**src/rtl/sat_pkg.sv**
```systemverilog
`default_nettype none

package sat_pkg;

  // One request as it arrives on the command port.
  typedef struct packed {
    logic [2:0]  operation;
    logic [7:0]  seg_a;
    logic [7:0]  seg_b;
    logic [47:0] current_world;
    logic [47:0] parent_world;
  } request_t;

  // One result as it leaves on the strobed result port.
  typedef struct packed {
    logic        reaches;
    logic [47:0] world;
    logic [47:0] new_counter;
    logic [1:0]  status;
  } result_t;

  // Operation codes.
  localparam logic [2:0] OP_QUERY      = 3'd0;
  localparam logic [2:0] OP_NEW        = 3'd1;
  localparam logic [2:0] OP_ADVANCE    = 3'd2;
  localparam logic [2:0] OP_GRAFT      = 3'd3;
  localparam logic [2:0] OP_ADD_PARENT = 3'd4;

  // Status codes.
  localparam logic [1:0] ST_OK          = 2'd0;
  localparam logic [1:0] ST_FULL        = 2'd1;
  localparam logic [1:0] ST_NOT_EARLIER = 2'd2;

  // Width of one word of an ancestor row.
  localparam int unsigned WORD_BITS = 64;

  // What the datapath decided a request needs, once its fields are registered.
  typedef enum logic [2:0] {
    PLAN_DONE,
    PLAN_QUERY,
    PLAN_NEW,
    PLAN_ADVANCE,
    PLAN_GRAFT,
    PLAN_ADD
  } plan_t;

  // Datapath action for the current cycle.
  typedef enum logic [3:0] {
    ACT_IDLE,
    ACT_CAPTURE,
    ACT_RD_QUERY,
    ACT_RD_PARENT,
    ACT_RD_NEWEST,
    ACT_WR_ZERO,
    ACT_WR_NEW,
    ACT_WR_SIDE,
    ACT_WR_ADD
  } act_t;

  typedef struct packed {
    act_t act;
    logic word_next;
    logic finish;
  } cmd_t;

  typedef struct packed {
    plan_t plan;
    logic  last_word;
  } stat_t;

endpackage

`default_nettype wire

```
**src/rtl/sat_ctrl.sv**
```systemverilog
`default_nettype none

module sat_ctrl (
  input  logic           clk,
  input  logic           rst,
  input  logic           start,
  output logic           busy,
  input  sat_pkg::stat_t stat,
  output sat_pkg::cmd_t  cmd
);

  import sat_pkg::*;

  typedef enum logic [3:0] {
    S_IDLE,
    S_DECIDE,
    S_QREAD,
    S_ZERO,
    S_PRD,
    S_PWR,
    S_PSIDE,
    S_ARDN,
    S_AWR,
    S_FINISH
  } state_t;

  state_t state;

  always_ff @(posedge clk) begin
    if (rst) begin
      state <= S_IDLE;
      busy  <= 1'b0;
    end else begin
      unique case (state)
        S_IDLE: begin
          if (start) begin
            state <= S_DECIDE;
            busy  <= 1'b1;
          end
        end
        S_DECIDE: begin
          unique case (stat.plan)
            PLAN_DONE:  state <= S_FINISH;
            PLAN_QUERY: state <= S_QREAD;
            PLAN_NEW:   state <= S_ZERO;
            default:    state <= S_PRD;
          endcase
        end
        S_QREAD: state <= S_FINISH;
        S_ZERO: begin
          if (stat.last_word) begin
            state <= S_FINISH;
          end
        end
        S_PRD: begin
          if (stat.plan == PLAN_ADD) begin
            state <= S_ARDN;
          end else begin
            state <= S_PWR;
          end
        end
        S_PWR: begin
          if (stat.plan == PLAN_GRAFT) begin
            state <= S_PSIDE;
          end else if (stat.last_word) begin
            state <= S_FINISH;
          end else begin
            state <= S_PRD;
          end
        end
        S_PSIDE, S_AWR: begin
          if (stat.last_word) begin
            state <= S_FINISH;
          end else begin
            state <= S_PRD;
          end
        end
        S_ARDN: state <= S_AWR;
        S_FINISH: begin
          state <= S_IDLE;
          busy  <= 1'b0;
        end
        default: begin
          state <= S_IDLE;
          busy  <= 1'b0;
        end
      endcase
    end
  end

  always_comb begin
    cmd.act       = ACT_IDLE;
    cmd.word_next = 1'b0;
    cmd.finish    = 1'b0;
    unique case (state)
      S_IDLE: begin
        if (start) begin
          cmd.act = ACT_CAPTURE;
        end
      end
      S_QREAD: cmd.act = ACT_RD_QUERY;
      S_ZERO: begin
        cmd.act       = ACT_WR_ZERO;
        cmd.word_next = 1'b1;
      end
      S_PRD: cmd.act = ACT_RD_PARENT;
      S_PWR: begin
        cmd.act       = ACT_WR_NEW;
        cmd.word_next = (stat.plan != PLAN_GRAFT);
      end
      S_PSIDE: begin
        cmd.act       = ACT_WR_SIDE;
        cmd.word_next = 1'b1;
      end
      S_ARDN: cmd.act = ACT_RD_NEWEST;
      S_AWR: begin
        cmd.act       = ACT_WR_ADD;
        cmd.word_next = 1'b1;
      end
      S_FINISH: cmd.finish = 1'b1;
      default: cmd.act = ACT_IDLE;
    endcase
  end

endmodule

`default_nettype wire

```
**config.mk**
```make
export PLATFORM = sky130hd
export DESIGN_NAME = sat_ctrl
export DESIGN_NICKNAME = d
export VERILOG_FILES = /design/src/rtl/sat_pkg.sv /design/src/rtl/sat_ctrl.sv
export SDC_FILE = /design/constraint.sdc
export NUM_CORES = 1
export LEC_CHECK = 0
export ABC_AREA = 1
export CAP_MARGIN = 10
export CORE_AREA = 2 2 39 41
export DETAILED_ROUTE_END_ITERATION = 7
export DIE_AREA = 0 0 41 43
export DONT_BUFFER_PORTS = 1
export PLACE_DENSITY_LB_ADDON = 0.05
export SYNTH_ARGS = -nofsm -noshare
export SYNTH_HDL_FRONTEND = slang
export SYNTH_SLANG_ARGS = --single-unit
```
**constraint.sdc**
```tcl
create_clock -name clk -period 1.1 [get_ports clk]
set_input_delay 0.055 -clock clk [delete_from_list [all_inputs] [get_ports clk]]
set_output_delay 0.055 -clock clk [all_outputs]
set_load 0.05 [all_outputs]
```
## After elaboration in Yosys (flattened, before gate mapping)

Cells that the tools add are included.
W data, S select, Z words.

- Bitwise gates (word level): 1
- Reductions and logical operators: 7
- Multiplexer cells: 13
- Equality and inequality tests: 16

Operators with widths:

| kind | count |
|---|---|
| $pmux W4 S8 | 2 |
| $eq A4 B3 Y1 const B | 4 |
| $mux W4 | 4 |
| $pmux W4 S3 | 1 |
| $eq A4 B2 Y1 const B | 2 |
| $eq A4 B4 Y1 const B | 2 |
| $reduce_or A8 Y1 | 1 |
| $eq A3 B3 Y1 const B | 2 |
| $eq A4 B1 Y1 const B | 1 |
| $logic_not A4 Y1 | 1 |
| $ne A2 B2 Y1 const B | 2 |
| $pmux W1 S2 | 2 |
| $reduce_and A2 Y1 | 2 |
| $eq A3 B1 Y1 const B | 1 |
| $eq A3 B2 Y1 const B | 1 |
| $logic_not A3 Y1 | 1 |
| $mux W1 | 3 |
| $ne A3 B3 Y1 const B | 1 |
| $reduce_or A3 Y1 | 1 |
| $mux W2 | 1 |
| $reduce_or A2 Y1 | 1 |
| $not A1 Y1 | 1 |

- Word-level logic and storage cells: 39
- Input bits: 7
- Output and inout bits: 7
- Register bits: 5

## Logic depth before layout (Yosys ltp)

- Depth in word-level cells: 4
- Depth in mapped cells: 9

## Worst setup path before layout

Ideal clock, no wire load.

- Kind: register to output
- From: register state[3]
- To: output cmd[3] (netlist bit)
- Arrival time: 1.641 ns
- Path buffers: 0
- Data required time: 1.045 ns
- Cell stages (with the launch flop): 4
- Path slack: -0.596 ns
- Cell sequence: dfxtp_1 -> inv_2 -> nand2_1 -> a21boi_0

RTL lines:

| item | RTL line | RTL |
|---|---|---|
| start: declaration | sat_ctrl.sv:27 | `state_t state;` |
| start signal: assignment | sat_ctrl.sv:31 | `state <= S_IDLE;` |
| start signal: assignment | sat_ctrl.sv:37 | `state <= S_DECIDE;` |
| start signal: assignment | sat_ctrl.sv:43 | `PLAN_DONE: state <= S_FINISH;` |
| end: declaration | sat_ctrl.sv:9 | `output sat_pkg::cmd_t cmd` |

==> results.toml <==
[critical_path]
worstPathRequired_ps = 1040
cp_max_fo = 4
crit_cells = 6
endpoint = "cmd[1]"
end_kind = "output port"
path_buf_inv = 2
rr_worst_depth = 10
r2r_start = "state[0]"
cp_common_cell = "nor2_4"
arrival_ps = 1240
r2r_end = "state[0]"
regToRegSetupSlack_ps = -180
path_class = "reg2out"
cpLargestDelayFamily = "simple AND/OR/NAND/NOR gates"
worstPathCellList = "inv_4, nand2_4, nor2_4, nor2_4, buf_6, nand3_4"
cpPeakStageDelay_ps = 340
cp-startpoint = "state[0]"
cp_slowest_cell = "dfxtp_2"
crit_path_start_kind = "flop"

[detailed_routing]
wl_um = 1680
drt_iter0_drc = 9
antenna_left = 0
drc = 0
dr.pass1.iters = 4
wire_per_inst_um = 13.0
dr_total_vias = 646
vias_per_cell = 5.01

[placement]
io_buffer_count = 0
place.gp.congestion = 0.760
place_worst_setup_slack_ps = -107
place_hpwl_um = 1040
placed_area_um2 = 659
dpl.cell_count = 112

[grt]
grt_overflow = 0
grt_pass1_vias = 652
grt_max_degree = 6
grtUsageTotal = 0.211
grt_pass1_wl_um = 2580
antenna_found_initial = 0

[floorplanning]
die_h_um = 43
core_area_um2 = 1380
ioPinCount = 14
die-area_um2 = 1760
die-width_um = 41
initial_utilization = 0.321
row_count = 14

[logic_synthesis]
synthDistinctLibCells = 17
synthAdderAreaFrac = 0
synth_warnings = 0
synth-xor-area-share = 0
synthCells = 78
synth_area_per_cell_um2 = 5.69
yosys.area_share.simple = 0.504
syn_nets = 85
synth-compound-area-share = 0.161
seq_area_frac_synth = 0.225
ys_ff_latch = 5
syn_area_um2 = 444
synth_top_family_by_area = "simple AND/OR/NAND/NOR gates"
synthMuxAreaShare = 0

[clock_network]
cts_sinks = 5
cts_buffer_depth = 2
clkLatencyLatePin_ps = 250
cts_tree = "yes"
htree_levels = 1
cts_made_buffers = 3
clkTransAtPathRegs_ps = 50
cts_root_buf = "clkbuf_4"

[finish]
nNetsFinal = 121
antennaDiodeCount = 0
area_growth_syn_to_layout_pct = 123
drive_above_1_share = 0.673
design_area_um2 = 990
instances_no_fill = 129

[timing]
hold_ws_ps = 34.1
relSlewSlack = 0.845
setup_tns_ps = -1510
finalSetupViolCount = 11
layout_setup_ws_ps = -193
final.period_utilization = 1.18
min_period_ps = 1290
fmax_mhz = 773
finClkSkew_ps = 0.750
hold_violations = 0
final_max_slew_viol_count = 0
rsz0062_at_grt = "true"
worst_pin_slew_ps = 231

[power_and_ir_drop]
max-vdd-ir-drop_uv = 1070
p_per_area_nw_per_um2 = 2090
power_leakage_nw = 0.464

[outcome]
violations = "setup timing"
outcome = "finished, violations left"

[worst_hold_path]
hold_path_startpoint = "stat[0]"
min_path_type = "in2reg"

[job]
cap_violations = 0
[report_power, final]
part | total, mW | switching [mW] | leakage, nW | internal, mW
Sequential | 0.334 | 0.0895 | 0.0436 | 0.245
Combinational | 1.51 | 0.874 | 0.403 | 0.637
Clock | 0.219 | 0.0866 | 0.0177 | 0.132
Total | 2.06 | 1.05 | 0.464 | 1.01
[Yosys cell counts, drive strengths merged]
library cell,instances,share of area
a21boi,1,0.017
a21oi,6,0.076
a31oi,1,0.014
dfxtp,5,0.23
inv,13,0.11
nand2,26,0.25
nand3,3,0.034
nand4,1,0.014
nor2,16,0.19
nor3,2,0.023
o2111ai,1,0.020
o21ai,3,0.034
[cells in the final DEF (no fill, tap or decap), types with 2 or more instances in the layout]
master         count
dlygate4sd3_1      2
clkbuf_4           3
nand2_2            6
buf_6              6
a21oi_1            3
buf_8              2
nor2_1             6
inv_4              4
nor2_4             9
dfxtp_4            3
nand3_1            2
nand2_1           13
buf_12             2
nand2_4            7
buf_4             19
a21oi_2            3
inv_1              7
inv_2              2
[routing by layer]
layer  GRT usage  share of wire
met2       0.400           0.58
met1       0.215           0.39
met3      0.0471          0.035
met4      0.0400              0
met5           0              0
[how the worst min path moves through the flow]
stage,to,cells after the start
detailed placement,state[0],1
floorplan,state[0],1
CTS,state[2],3
global placement,state[0],1
global route,state[2],3
finish,state[2],3
[logic make-up after synthesis]
kind of cell	count (synthesis)
AND/OR/NAND/NOR	48
AO/OA/AOI/OAI	12
flip-flops	5
buffers and inverters	13
[what timing repair did]
item | CTS | global route
hold buffers | 2 | 0
endpoints found under the setup margin | 10 | 11
hold endpoints to repair | 5 | 0
buffers inserted | 10 | 2
pin swaps | 17 | 11
resized for setup | 46 | 8
[state kept, by name (all words and copies together) (netlist names)]
register,flops
busy,1
state,4
[per-stage QoR]
| step | util | power, mW |
|---|---|---|
| 2_1_floorplan | - | 1.00 |
| 3_3_place_gp | 0.476 | 1.35 |
| 3_5_place_dp | 0.476 | 1.35 |
| 4_1_cts | 0.675 | 1.94 |
| 5_1_grt | 0.715 | 2.17 |
| 6_report | 0.715 | 2.06 |
[worst register-to-register path: stages (launching register included)]
cell     delay [ps]
dfxtp_2         340
inv_4            90
nand2_4          80
nor2_4          150
nor2_4           60
buf_4           140
nand2_2          50
nand2_2          70
nand2_1          60
nand2_1          60
a21oi_2         110
[final cells by class]
| type | count | area [um2] |
|---|---|---|
| clock buffer | 3 | 22.5 |
| clock inverter | 1 | 5.00 |
| fill | 107 | 394 |
| inverter | 13 | 58.8 |
| multi-input combinational | 60 | 470 |
| sequential | 5 | 113 |
| tap | 16 | 20.0 |
| timing repair buffer | 31 | 300 |
Power figures use the tool's default switching activity.
